### src/dpa_pkg.sv
// Shared types and constants of the dynamic partition allocator.
// Used by the controller, the datapath and the top level.
`default_nettype none
package dpa_pkg;

  localparam int DEF_MAX_PARTITIONS = 64;
  localparam int DEF_ADDR_BITS      = 16;
  localparam int MEM_SIZE_RESET     = 4096;
  localparam int REQ_W              = 17;
  localparam int BASE_W             = 16;
  localparam int CFG_W              = 17;

  localparam logic [1:0] CMD_ALLOC   = 2'd0;
  localparam logic [1:0] CMD_FREE    = 2'd1;
  localparam logic [1:0] CMD_COMPACT = 2'd2;

  localparam logic REG_MEMORY_SIZE = 1'b0;
  localparam logic REG_FIT_MODE    = 1'b1;

  typedef enum logic [1:0] {
    ST_OK     = 2'd0,
    ST_NOFIT  = 2'd1,
    ST_FULL   = 2'd2,
    ST_NOBASE = 2'd3
  } status_t;

  typedef struct packed {
    logic    init;
    logic    load;
    logic    scan;
    logic    shift_start;
    logic    shift;
    logic    alloc_exact;
    logic    split_hi;
    logic    split_lo;
    logic    free_fin;
    logic    comp_fin;
    logic    respond;
    status_t code;
    logic    grant;
  } ctrl_cmd_t;

  typedef struct packed {
    logic scan_done;
    logic shift_done;
    logic nofit;
    logic exact;
    logic full;
    logic hit;
  } dp_status_t;

endpackage
`default_nettype wire

### src/dpa_ctrl.sv
// Command sequencer of the dynamic partition allocator.
// Depends on dpa_pkg; drives the datapath through ctrl_cmd_t.
`default_nettype none
module dpa_ctrl (
  input  wire               clk,
  input  wire               rst_n,
  input  wire               start,
  input  wire  [1:0]        in_command,
  input  wire               msize_wr,
  input  dpa_pkg::dp_status_t st,
  output dpa_pkg::ctrl_cmd_t  cmd,
  output logic              busy
);
  import dpa_pkg::*;

  typedef enum logic [3:0] {
    S_INIT, S_IDLE, S_SCAN, S_FIN, S_SHIFT, S_SPLIT_HI, S_SPLIT_LO, S_RESP
  } state_t;

  state_t     state_r, state_nxt;
  logic       busy_r;
  logic [1:0] op_r, op_nxt;
  status_t    code_r, code_nxt;
  logic       grant_r, grant_nxt;

  always_comb begin
    state_nxt = state_r;
    op_nxt    = op_r;
    code_nxt  = code_r;
    grant_nxt = grant_r;
    cmd       = '0;
    cmd.code  = code_r;
    cmd.grant = grant_r;
    unique case (state_r)
      S_INIT: begin
        cmd.init  = 1'b1;
        state_nxt = S_IDLE;
      end
      S_IDLE: begin
        if (start) begin
          cmd.load  = 1'b1;
          op_nxt    = in_command;
          code_nxt  = ST_OK;
          grant_nxt = 1'b0;
          if (in_command == CMD_ALLOC || in_command == CMD_FREE ||
              in_command == CMD_COMPACT) begin
            state_nxt = S_SCAN;
          end else begin
            state_nxt = S_RESP;
          end
        end else if (msize_wr) begin
          state_nxt = S_INIT;
        end
      end
      S_SCAN: begin
        cmd.scan = 1'b1;
        if (st.scan_done) begin
          state_nxt = S_FIN;
        end
      end
      S_FIN: begin
        state_nxt = S_RESP;
        priority if (op_r == CMD_ALLOC) begin
          priority if (st.nofit) begin
            code_nxt = ST_NOFIT;
          end else if (st.exact) begin
            cmd.alloc_exact = 1'b1;
            grant_nxt       = 1'b1;
          end else if (st.full) begin
            code_nxt = ST_FULL;
          end else begin
            cmd.shift_start = 1'b1;
            state_nxt       = S_SHIFT;
          end
        end else if (op_r == CMD_FREE) begin
          cmd.free_fin = 1'b1;
          code_nxt     = st.hit ? ST_OK : ST_NOBASE;
        end else begin
          cmd.comp_fin = 1'b1;
        end
      end
      S_SHIFT: begin
        cmd.shift = 1'b1;
        if (st.shift_done) begin
          state_nxt = S_SPLIT_HI;
        end
      end
      S_SPLIT_HI: begin
        cmd.split_hi = 1'b1;
        state_nxt    = S_SPLIT_LO;
      end
      S_SPLIT_LO: begin
        cmd.split_lo = 1'b1;
        grant_nxt    = 1'b1;
        state_nxt    = S_RESP;
      end
      S_RESP: begin
        cmd.respond = 1'b1;
        state_nxt   = S_IDLE;
      end
      default: begin
        state_nxt = S_INIT;
      end
    endcase
  end

  always_ff @(posedge clk) begin
    if (!rst_n) begin
      state_r <= S_INIT;
      busy_r  <= 1'b1;
      op_r    <= CMD_ALLOC;
      code_r  <= ST_OK;
      grant_r <= 1'b0;
    end else begin
      state_r <= state_nxt;
      busy_r  <= (state_nxt != S_IDLE);
      op_r    <= op_nxt;
      code_r  <= code_nxt;
      grant_r <= grant_nxt;
    end
  end

  assign busy = busy_r;

endmodule
`default_nettype wire

### src/dpa_datapath.sv
// Partition table memory, scan accumulators and result registers.
// Depends on dpa_pkg; commanded by dpa_ctrl.
`default_nettype none
module dpa_datapath #(
  parameter int MAX_PARTITIONS = dpa_pkg::DEF_MAX_PARTITIONS
) (
  input  wire                         clk,
  input  wire                         rst_n,
  input  dpa_pkg::ctrl_cmd_t          cmd,
  output dpa_pkg::dp_status_t         st,
  input  wire  [1:0]                  in_command,
  input  wire  [dpa_pkg::REQ_W-1:0]   in_request_size,
  input  wire  [dpa_pkg::BASE_W-1:0]  in_free_base,
  input  wire                         cfg_we,
  input  wire                         cfg_index,
  input  wire  [dpa_pkg::CFG_W-1:0]   cfg_wdata,
  output logic                        out_valid,
  output logic [1:0]                  out_status,
  output logic [dpa_pkg::BASE_W-1:0]  out_granted_base
);
  import dpa_pkg::*;

  localparam int ADDR_BITS = DEF_ADDR_BITS;
  localparam int SW  = ADDR_BITS + 1;
  localparam int CW  = (SW > REQ_W) ? SW : REQ_W;
  localparam int BW  = (SW > BASE_W) ? SW : BASE_W;
  localparam int IW  = $clog2(MAX_PARTITIONS);
  localparam int CNW = $clog2(MAX_PARTITIONS + 1);
  localparam longint LIM     = longint'(1) << ADDR_BITS;
  localparam longint RST_MSZ = (MEM_SIZE_RESET > LIM) ? LIM : MEM_SIZE_RESET;
  localparam logic [CW-1:0]  LIM_CW  = CW'(LIM);
  localparam logic [CNW-1:0] MAX_CNT = CNW'(MAX_PARTITIONS);

  typedef struct packed {
    logic          free;
    logic [SW-1:0] size;
  } entry_t;

  entry_t mem [MAX_PARTITIONS];

  logic           we, ren;
  logic [IW-1:0]  waddr, raddr;
  entry_t         wdata;
  entry_t         rdata_r;
  logic           rv_r;
  logic [IW-1:0]  rd_addr_r;

  logic [CNW-1:0] cnt_r, cnt_nxt, ptr_r, ptr_nxt, wptr_r, wptr_nxt;
  logic [SW-1:0]  base_r, base_nxt, next_r, next_nxt;
  logic           found_r, found_nxt, hit_r, hit_nxt;
  logic [IW-1:0]  pick_r, pick_nxt;
  logic [SW-1:0]  pick_size_r, pick_size_nxt, pick_base_r, pick_base_nxt;
  entry_t         pend_r, pend_nxt;
  logic           pend_v_r, pend_v_nxt;
  logic [1:0]     op_r, op_nxt;
  logic [CW-1:0]  req_r, req_nxt;
  logic [BW-1:0]  fbase_r, fbase_nxt;
  logic [SW-1:0]  msize_r, msize_nxt;
  logic           fit_r, fit_nxt;
  logic           ov_r, ov_nxt;
  status_t        ost_r, ost_nxt;
  logic [BASE_W-1:0] ogb_r, ogb_nxt;

  always_comb begin
    logic [CW-1:0] v;
    logic          is_hit, eff_free, fits;
    cnt_nxt       = cnt_r;
    ptr_nxt       = ptr_r;
    wptr_nxt      = wptr_r;
    base_nxt      = base_r;
    next_nxt      = next_r;
    found_nxt     = found_r;
    hit_nxt       = hit_r;
    pick_nxt      = pick_r;
    pick_size_nxt = pick_size_r;
    pick_base_nxt = pick_base_r;
    pend_nxt      = pend_r;
    pend_v_nxt    = pend_v_r;
    op_nxt        = op_r;
    req_nxt       = req_r;
    fbase_nxt     = fbase_r;
    msize_nxt     = msize_r;
    fit_nxt       = fit_r;
    ov_nxt        = 1'b0;
    ost_nxt       = ost_r;
    ogb_nxt       = ogb_r;
    we            = 1'b0;
    waddr         = '0;
    wdata         = '0;
    ren           = 1'b0;
    raddr         = ptr_r[IW-1:0];
    v             = CW'(cfg_wdata);
    is_hit        = (BW'(base_r) == fbase_r);
    eff_free      = rdata_r.free | is_hit;
    fits          = rdata_r.free && (CW'(rdata_r.size) >= req_r);

    if (cfg_we) begin
      if (cfg_index == REG_MEMORY_SIZE) begin
        if (v == '0) begin
          v = CW'(1);
        end
        if (v > LIM_CW) begin
          v = LIM_CW;
        end
        msize_nxt = SW'(v);
      end else begin
        fit_nxt = cfg_wdata[0];
      end
    end

    if (cmd.init) begin
      we      = 1'b1;
      waddr   = '0;
      wdata   = '{free: 1'b1, size: msize_r};
      cnt_nxt = CNW'(1);
    end

    if (cmd.load) begin
      ptr_nxt    = '0;
      wptr_nxt   = '0;
      base_nxt   = '0;
      next_nxt   = '0;
      found_nxt  = 1'b0;
      hit_nxt    = 1'b0;
      pend_v_nxt = 1'b0;
      op_nxt     = in_command;
      req_nxt    = CW'(in_request_size);
      fbase_nxt  = BW'(in_free_base);
    end

    if (cmd.scan) begin
      if (ptr_r < cnt_r) begin
        ren     = 1'b1;
        ptr_nxt = ptr_r + CNW'(1);
      end
      if (rv_r) begin
        base_nxt = base_r + rdata_r.size;
        if (op_r == CMD_ALLOC) begin
          if (fits && (!found_r || (fit_r && rdata_r.size < pick_size_r))) begin
            found_nxt     = 1'b1;
            pick_nxt      = rd_addr_r;
            pick_size_nxt = rdata_r.size;
            pick_base_nxt = base_r;
          end
        end else if (op_r == CMD_FREE) begin
          hit_nxt = hit_r | is_hit;
          if (pend_v_r && pend_r.free && eff_free) begin
            pend_nxt.size = pend_r.size + rdata_r.size;
          end else begin
            if (pend_v_r) begin
              we       = 1'b1;
              waddr    = wptr_r[IW-1:0];
              wdata    = pend_r;
              wptr_nxt = wptr_r + CNW'(1);
            end
            pend_nxt   = '{free: eff_free, size: rdata_r.size};
            pend_v_nxt = 1'b1;
          end
        end else begin
          if (!rdata_r.free) begin
            we       = 1'b1;
            waddr    = wptr_r[IW-1:0];
            wdata    = rdata_r;
            wptr_nxt = wptr_r + CNW'(1);
            next_nxt = next_r + rdata_r.size;
          end
        end
      end
    end

    if (cmd.shift_start) begin
      ptr_nxt = cnt_r - CNW'(1);
    end

    if (cmd.shift) begin
      if (ptr_r > CNW'(pick_r)) begin
        ren     = 1'b1;
        ptr_nxt = ptr_r - CNW'(1);
      end
      if (rv_r) begin
        we    = 1'b1;
        waddr = rd_addr_r + IW'(1);
        wdata = rdata_r;
      end
    end

    if (cmd.alloc_exact) begin
      we    = 1'b1;
      waddr = pick_r;
      wdata = '{free: 1'b0, size: pick_size_r};
    end

    if (cmd.split_hi) begin
      we    = 1'b1;
      waddr = pick_r + IW'(1);
      wdata = '{free: 1'b1, size: pick_size_r - SW'(req_r)};
    end

    if (cmd.split_lo) begin
      we      = 1'b1;
      waddr   = pick_r;
      wdata   = '{free: 1'b0, size: SW'(req_r)};
      cnt_nxt = cnt_r + CNW'(1);
    end

    if (cmd.free_fin) begin
      we      = 1'b1;
      waddr   = wptr_r[IW-1:0];
      wdata   = pend_r;
      cnt_nxt = wptr_r + CNW'(1);
    end

    if (cmd.comp_fin) begin
      if (next_r < msize_r && wptr_r < MAX_CNT) begin
        we      = 1'b1;
        waddr   = wptr_r[IW-1:0];
        wdata   = '{free: 1'b1, size: msize_r - next_r};
        cnt_nxt = wptr_r + CNW'(1);
      end else begin
        cnt_nxt = wptr_r;
      end
    end

    if (cmd.respond) begin
      ov_nxt  = 1'b1;
      ost_nxt = cmd.code;
      ogb_nxt = cmd.grant ? BASE_W'(pick_base_r) : '0;
    end
  end

  always_comb begin
    st.scan_done  = !(ptr_r < cnt_r) && !rv_r;
    st.shift_done = !(ptr_r > CNW'(pick_r)) && !rv_r;
    st.nofit      = !found_r || (req_r == '0);
    st.exact      = (CW'(pick_size_r) == req_r);
    st.full       = (cnt_r == MAX_CNT);
    st.hit        = hit_r;
  end

  always_ff @(posedge clk) begin
    if (we) begin
      mem[waddr] <= wdata;
    end
    if (ren) begin
      rdata_r <= mem[raddr];
    end
    rd_addr_r <= raddr;
  end

  always_ff @(posedge clk) begin
    if (!rst_n) begin
      rv_r     <= 1'b0;
      cnt_r    <= CNW'(1);
      msize_r  <= SW'(RST_MSZ);
      fit_r    <= 1'b0;
      ov_r     <= 1'b0;
      ost_r    <= ST_OK;
      ogb_r    <= '0;
      ptr_r    <= '0;
      wptr_r   <= '0;
      found_r  <= 1'b0;
      hit_r    <= 1'b0;
      pend_v_r <= 1'b0;
    end else begin
      rv_r     <= ren;
      cnt_r    <= cnt_nxt;
      msize_r  <= msize_nxt;
      fit_r    <= fit_nxt;
      ov_r     <= ov_nxt;
      ost_r    <= ost_nxt;
      ogb_r    <= ogb_nxt;
      ptr_r    <= ptr_nxt;
      wptr_r   <= wptr_nxt;
      found_r  <= found_nxt;
      hit_r    <= hit_nxt;
      pend_v_r <= pend_v_nxt;
    end
    base_r      <= base_nxt;
    next_r      <= next_nxt;
    pick_r      <= pick_nxt;
    pick_size_r <= pick_size_nxt;
    pick_base_r <= pick_base_nxt;
    pend_r      <= pend_nxt;
    op_r        <= op_nxt;
    req_r       <= req_nxt;
    fbase_r     <= fbase_nxt;
  end

  assign out_valid        = ov_r;
  assign out_status       = ost_r;
  assign out_granted_base = ogb_r;

endmodule
`default_nettype wire

### src/dynamic_partition_allocator.sv
// Top level of the dynamic partition allocator.
// Depends on dpa_pkg, dpa_ctrl and dpa_datapath.
//
// Usage:
//   Command channel: a command is taken at a rising edge with start high and
//   busy low; in_command selects allocate, free or compact.
//   Result channel: out_valid strobes for one cycle with out_status and
//   out_granted_base; the receiver takes every beat and cannot stall.
//   Config channel: cfg_valid/cfg_ready (always ready) with cfg_index and
//   cfg_wdata; write only while idle. A memory_size write rebuilds the table.
// Sequence: free, compact and every allocate scan the partitions in use once;
//   an allocate with split then moves each entry above the chosen one up by
//   one place, last entry first, and writes the two halves of the split.
//   An unknown command skips the scan and only returns a result beat.
//   One table read per cycle goes through the single read port of the
//   partition memory.
//   busy drops in the strobe cycle.
// Reset: busy is high for one cycle while entry 0 of the table is written;
//   so does a memory_size write taken while idle with start low.
`default_nettype none
module dynamic_partition_allocator #(
  parameter int MAX_PARTITIONS = dpa_pkg::DEF_MAX_PARTITIONS
) (
  input  wire                         clk,
  input  wire                         rst_n,
  input  wire                         start,
  output logic                        busy,
  input  wire  [1:0]                  in_command,
  input  wire  [dpa_pkg::REQ_W-1:0]   in_request_size,
  input  wire  [dpa_pkg::BASE_W-1:0]  in_free_base,
  output logic                        out_valid,
  output logic [1:0]                  out_status,
  output logic [dpa_pkg::BASE_W-1:0]  out_granted_base,
  input  wire                         cfg_valid,
  output logic                        cfg_ready,
  input  wire                         cfg_index,
  input  wire  [dpa_pkg::CFG_W-1:0]   cfg_wdata
);
  import dpa_pkg::*;

  ctrl_cmd_t  cmd;
  dp_status_t st;
  logic       cfg_we;
  logic       msize_wr;

  assign cfg_ready = 1'b1;
  assign cfg_we    = cfg_valid & cfg_ready;
  assign msize_wr  = cfg_we && (cfg_index == REG_MEMORY_SIZE);

  dpa_ctrl u_ctrl (
    .clk        (clk),
    .rst_n      (rst_n),
    .start      (start),
    .in_command (in_command),
    .msize_wr   (msize_wr),
    .st         (st),
    .cmd        (cmd),
    .busy       (busy)
  );

  dpa_datapath #(
    .MAX_PARTITIONS (MAX_PARTITIONS)
  ) u_dp (
    .clk              (clk),
    .rst_n            (rst_n),
    .cmd              (cmd),
    .st               (st),
    .in_command       (in_command),
    .in_request_size  (in_request_size),
    .in_free_base     (in_free_base),
    .cfg_we           (cfg_we),
    .cfg_index        (cfg_index),
    .cfg_wdata        (cfg_wdata),
    .out_valid        (out_valid),
    .out_status       (out_status),
    .out_granted_base (out_granted_base)
  );

endmodule
`default_nettype wire

### config.mk
export PLATFORM = sky130hd
export DESIGN_NAME = dynamic_partition_allocator
export DESIGN_NICKNAME = d
export VERILOG_FILES = /design/src/dpa_pkg.sv /design/src/dpa_ctrl.sv /design/src/dpa_datapath.sv /design/src/dynamic_partition_allocator.sv
export SDC_FILE = /design/constraint.sdc
export NUM_CORES = 2
export LEC_CHECK = 0
export ABC_AREA = 1
export ABC_CLOCK_PERIOD_IN_PS = 3950
export BUFFER_PORTS_ARGS = -buffer_cell sky130_fd_sc_hd__buf_2
export CAP_MARGIN = 20
export CORE_MARGIN = 2
export CORE_UTILIZATION = 57
export CTS_BUF_LIST = sky130_fd_sc_hd__clkbuf_16
export CTS_CLUSTER_SIZE = 24
export DETAILED_ROUTE_END_ITERATION = 12
export HOLD_SLACK_MARGIN = 0.1
export PLACE_DENSITY = 0.86
export SYNTH_ARGS = -nofsm -noshare
export SYNTH_HDL_FRONTEND = slang
export SYNTH_SLANG_ARGS = --single-unit
### constraint.sdc
create_clock -name clk -period 3.95 [get_ports clk]
set_input_delay 0.1975 -clock clk [delete_from_list [all_inputs] [get_ports clk]]
set_output_delay 0.1975 -clock clk [all_outputs]
set_load 0.03 [all_outputs]
==> flow_summary_export.csv <==
group,metric,value,unit
synthesis,synth_top_flop_cell,"edfxtp_1",
grt,antenna_found_initial,6,
placement,gp_congestion,1.050,
synthesis,synthCells,5409,
cts,clock_latency,0.79,ns
critical_path,required,4.42,ns
min_path,min_path_type,"primary input to flip-flop",
power,power.internal,23.46,mW
sta,hold_viol_final,0,
synthesis,synth-seq-cells,1374,
route,wl,191.6,mm
cells_and_area,final_layout_size_suffix_gt1_share,10.92,%
sta,tightestPinTransition,1.190,ns
route,wire_per_inst,26.79,um
power,pwr-share-comb,5.1,%
power,seq_power_share,52.4,%
synthesis,synthDistinctLibCells,63,
route,ant_nets,0,
floorplan,dieArea,108700,um2
route,dr.pass1.iters,6,
sta,max_freq,0.2624,GHz
synthesis,yosysTopAreaCellShare,62.66,%
critical_path,cp_max_fo,18,
floorplan,rows,119,
cells_and_area,area_delta_synth_final,15.20,%
cts,cts_buffer_depth,3,
critical_path,crit_type,"flip-flop to flip-flop",
sta,clock_skew,0.06640,ns
sta,maxSlewHeadroom,20.51,%
placement,dpl.cell_count,6825,
sta,period_share,96.47,%
outcome,run_status,"complete, no violations",
cells_and_area,nNetsFinal,5844,
sta,hold_ws,0.1437,ns
grt,grt_overflow,0,
cts,clockRootBuffer,"clkbuf_16",
route,drc,0,
grt,grt_first_pass_wirelength,281.3,mm
route,vias_per_cell,6.561,
synthesis,synth_edf_count,1262,
cts,cts_tree,"done",
synthesis,syn_area,60480,um2
route,num_vias,46915,
floorplan,die_w,329.7,um
grt,track_usage,34.87,%
critical_path,cp_cell_sequence,"ha_1 > nand2_1 > inv_1 > nand3_1 > nor2_1 > nand4_1 > nor2_2 > nand2_1 > inv_2 > nor2_1 > nand2_1 > nand2_1 > nand2_1 > nand2_1 > a21oi_4 > buf_4 > nand3_4 > nor2_1 > buf_12",
grt,grt_max_degree,201,
cts,clock-sinks,1374,
critical_path,startpoint_type,"flip-flop",
synthesis,synth_area_leaders,"edfxtp_1 (63%), o21ai_0 (6.1%), nor2_1 (5.2%)",
power,switching_share,22.78,%
floorplan,top_level_ports,78,
critical_path,slowest_delay,0.41,ns
cts,htree_levels,4,
critical_path,crit_path_end_kind,"flip-flop",
sta,finalSetupViolations,0,
power,p_switching,6.922,mW
critical_path,arrival,4.28,ns
critical_path,crit_top_cell,"nand2_1",
synthesis,avgSynthCellArea,11.18,um2
cells_and_area,final_common_cell,"edfxtp_1",
grt,grt_pass1_vias,44587,
floorplan,start_util,57.45,%
floorplan,dieHeight,329.7,um
cells_and_area,final_cell_mix,"edfxtp_1 (1262), nor2_1 (795), o21ai_0 (735)",
cells_and_area,fillers,7102,
cts,numCtsBuffers,138,
power,p_clk_share,42.5,%
synthesis,yosysTopAreaCell,"edfxtp_1",
power,total_power,30.38,mW
synthesis,syn-num-nets,5605,
sta,post-route-min-period,3.811,ns
synthesis,yosys_warnings,0,
sta,slew_violations,0,
critical_path,critPathSlowestCell,"edfxtp_1",
cts,path_clk_slew,0.06,ns
power,powerDensity,436.1,nW/um2
synthesis,ys_seq_area_share,66.37,%
placement,placement.io_buffers,76,
synthesis,async_reset_ff_share,0,%
job,drv_cap,0,
placement,hpwlAfterDp,117.9,mm
cells_and_area,stdcell_count,7151,
route,drt-initial-drc-count,7690,
power,power.leakage,24.81,nW
power,ir_drop,0.4505,mV
floorplan,core-area,105300,um2
[synth_stat cells, types with 10 or more instances]
cell      instances
a21oi_1         214
o211ai_1         62
inv_1           274
clkbuf_1        257
ha_1            134
a211oi_1         13
xnor2_1          20
nand4_1          72
nand3_1         163
o221ai_1         82
dfxtp_1         112
a22oi_1          11
o32ai_1          10
o22ai_1         209
nor2_1          836
edfxtp_1       1262
buf_2            19
a221oi_1         10
xor2_1           41
nor3_1           23
buf_1            16
o31ai_1          11
o21ai_0         735
nand2_1         647
a31oi_1          36
inv_2            14
[power by group through the flow]
stage	clock network (mW)	logic, mW	registers, mW
after floorplan	0	0.878	16.2
after CTS	13.0	1.48	15.9
after detailed placement	0	1.41	16.2
after global routing	13.5	1.65	15.9
after global placement	0	1.39	16.2
final	12.9	1.54	15.9
[per-layer routing]
| metal | vias up | global-route usage [%] | share of wire [%] |
|---|---|---|---|
| met4 | 2 | 20.36 | 6.9 |
| met2 | 3781 | 54.06 | 45 |
| met1 | 22253 | 44.84 | 35 |
| met3 | 743 | 8.780 | 13 |
| li1 | 20136 | - | - |
| met5 | - | 0 | 0.0063 |
[metrics by stage]
stage                     setup slack [ns]  setup TNS, ns  instance area, um2  utilization, %
after floorplan                     0.2657              0               60500               -
after global placement              0.1936              0               64410           61.19
after detailed placement            0.1581              0               64410           61.19
after CTS                           0.1553              0               69590           66.11
after global routing              -0.08621         -4.067               69660           66.18
final                               0.1393              0               69670           66.18
[final cells by class]
type / count / area (um2) / area share, %
inverters: 297 / 1130 / 1.622
flip-flops and latches: 1374 / 40150 / 57.63
diodes: 2 / 5.005 / 0.007184
well taps: 1391 / 1740 / 2.498
clock buffers: 139 / 3478 / 4.993
clock inverters: 111 / 1003 / 1.440
multi-input cells: 3444 / 18270 / 26.23
repair buffers: 393 / 3886 / 5.578
[kinds of logic (layout without fill, tap and decap cells)]
logic type	after synthesis	after routing	synth area share, %
AOI/OAI and AO/OA	1447	1447	13.82
muxes	1	1	0.01655
adders and majority gates	139	139	2.938
other	2	4	0.01242
and+or+nand+nor	1794	1794	12.23
DFF	1374	1374	66.37
xor gates and xnor gates	61	61	0.8834
buffers and inverters	591	940	3.726
[final timing paths]
path | from | end | slack (ns) | depth (start not counted)
setup / recovery | u_dp.pick_size_r[8] | u_dp.mem[29][14] | 0.14 | 19
hold / removal | in_free_base[0] | u_dp.fbase_r[0] | 0.14 | 2
setup reg to reg | u_dp.pick_size_r[8] | u_dp.mem[29][14] | 0.14 | 19
hold reg to reg | u_dp.out_granted_base[11] | u_dp.out_granted_base[11] | 0.46 | 2
[worst max-delay path, delay by kind of cell, from the launching register on]
family | cells | cell delay [ns]
AOI/OAI and AO/OA | 1 | 0.18
DFF | 1 | 0.41
adders and majority gates | 1 | 0.40
buffers and inverters | 4 | 0.63
and+or+nand+nor | 13 | 1.87
[registers in the layout (all words and copies together) (netlist names), 16 cells and up]
| name | count |
|---|---|
| u_dp.mem | 1152 |
| u_dp.pend_r | 18 |
| u_dp.rdata_r | 18 |
| u_dp.base_r | 17 |
| u_dp.msize_r | 17 |
| u_dp.next_r | 17 |
| u_dp.pick_size_r | 17 |
| u_dp.req_r | 17 |
| u_dp.fbase_r | 16 |
| u_dp.out_granted_base | 16 |
| u_dp.pick_base_r | 16 |
[timing repair]
item | CTS | global route
buffers inserted | 0 | 1
hold buffers | 70 | 0
endpoints found under the setup margin | 0 | 522
hold endpoints to repair | 70 | 0
resized for setup | 0 | 4
(Power assumes the default switching activity.)
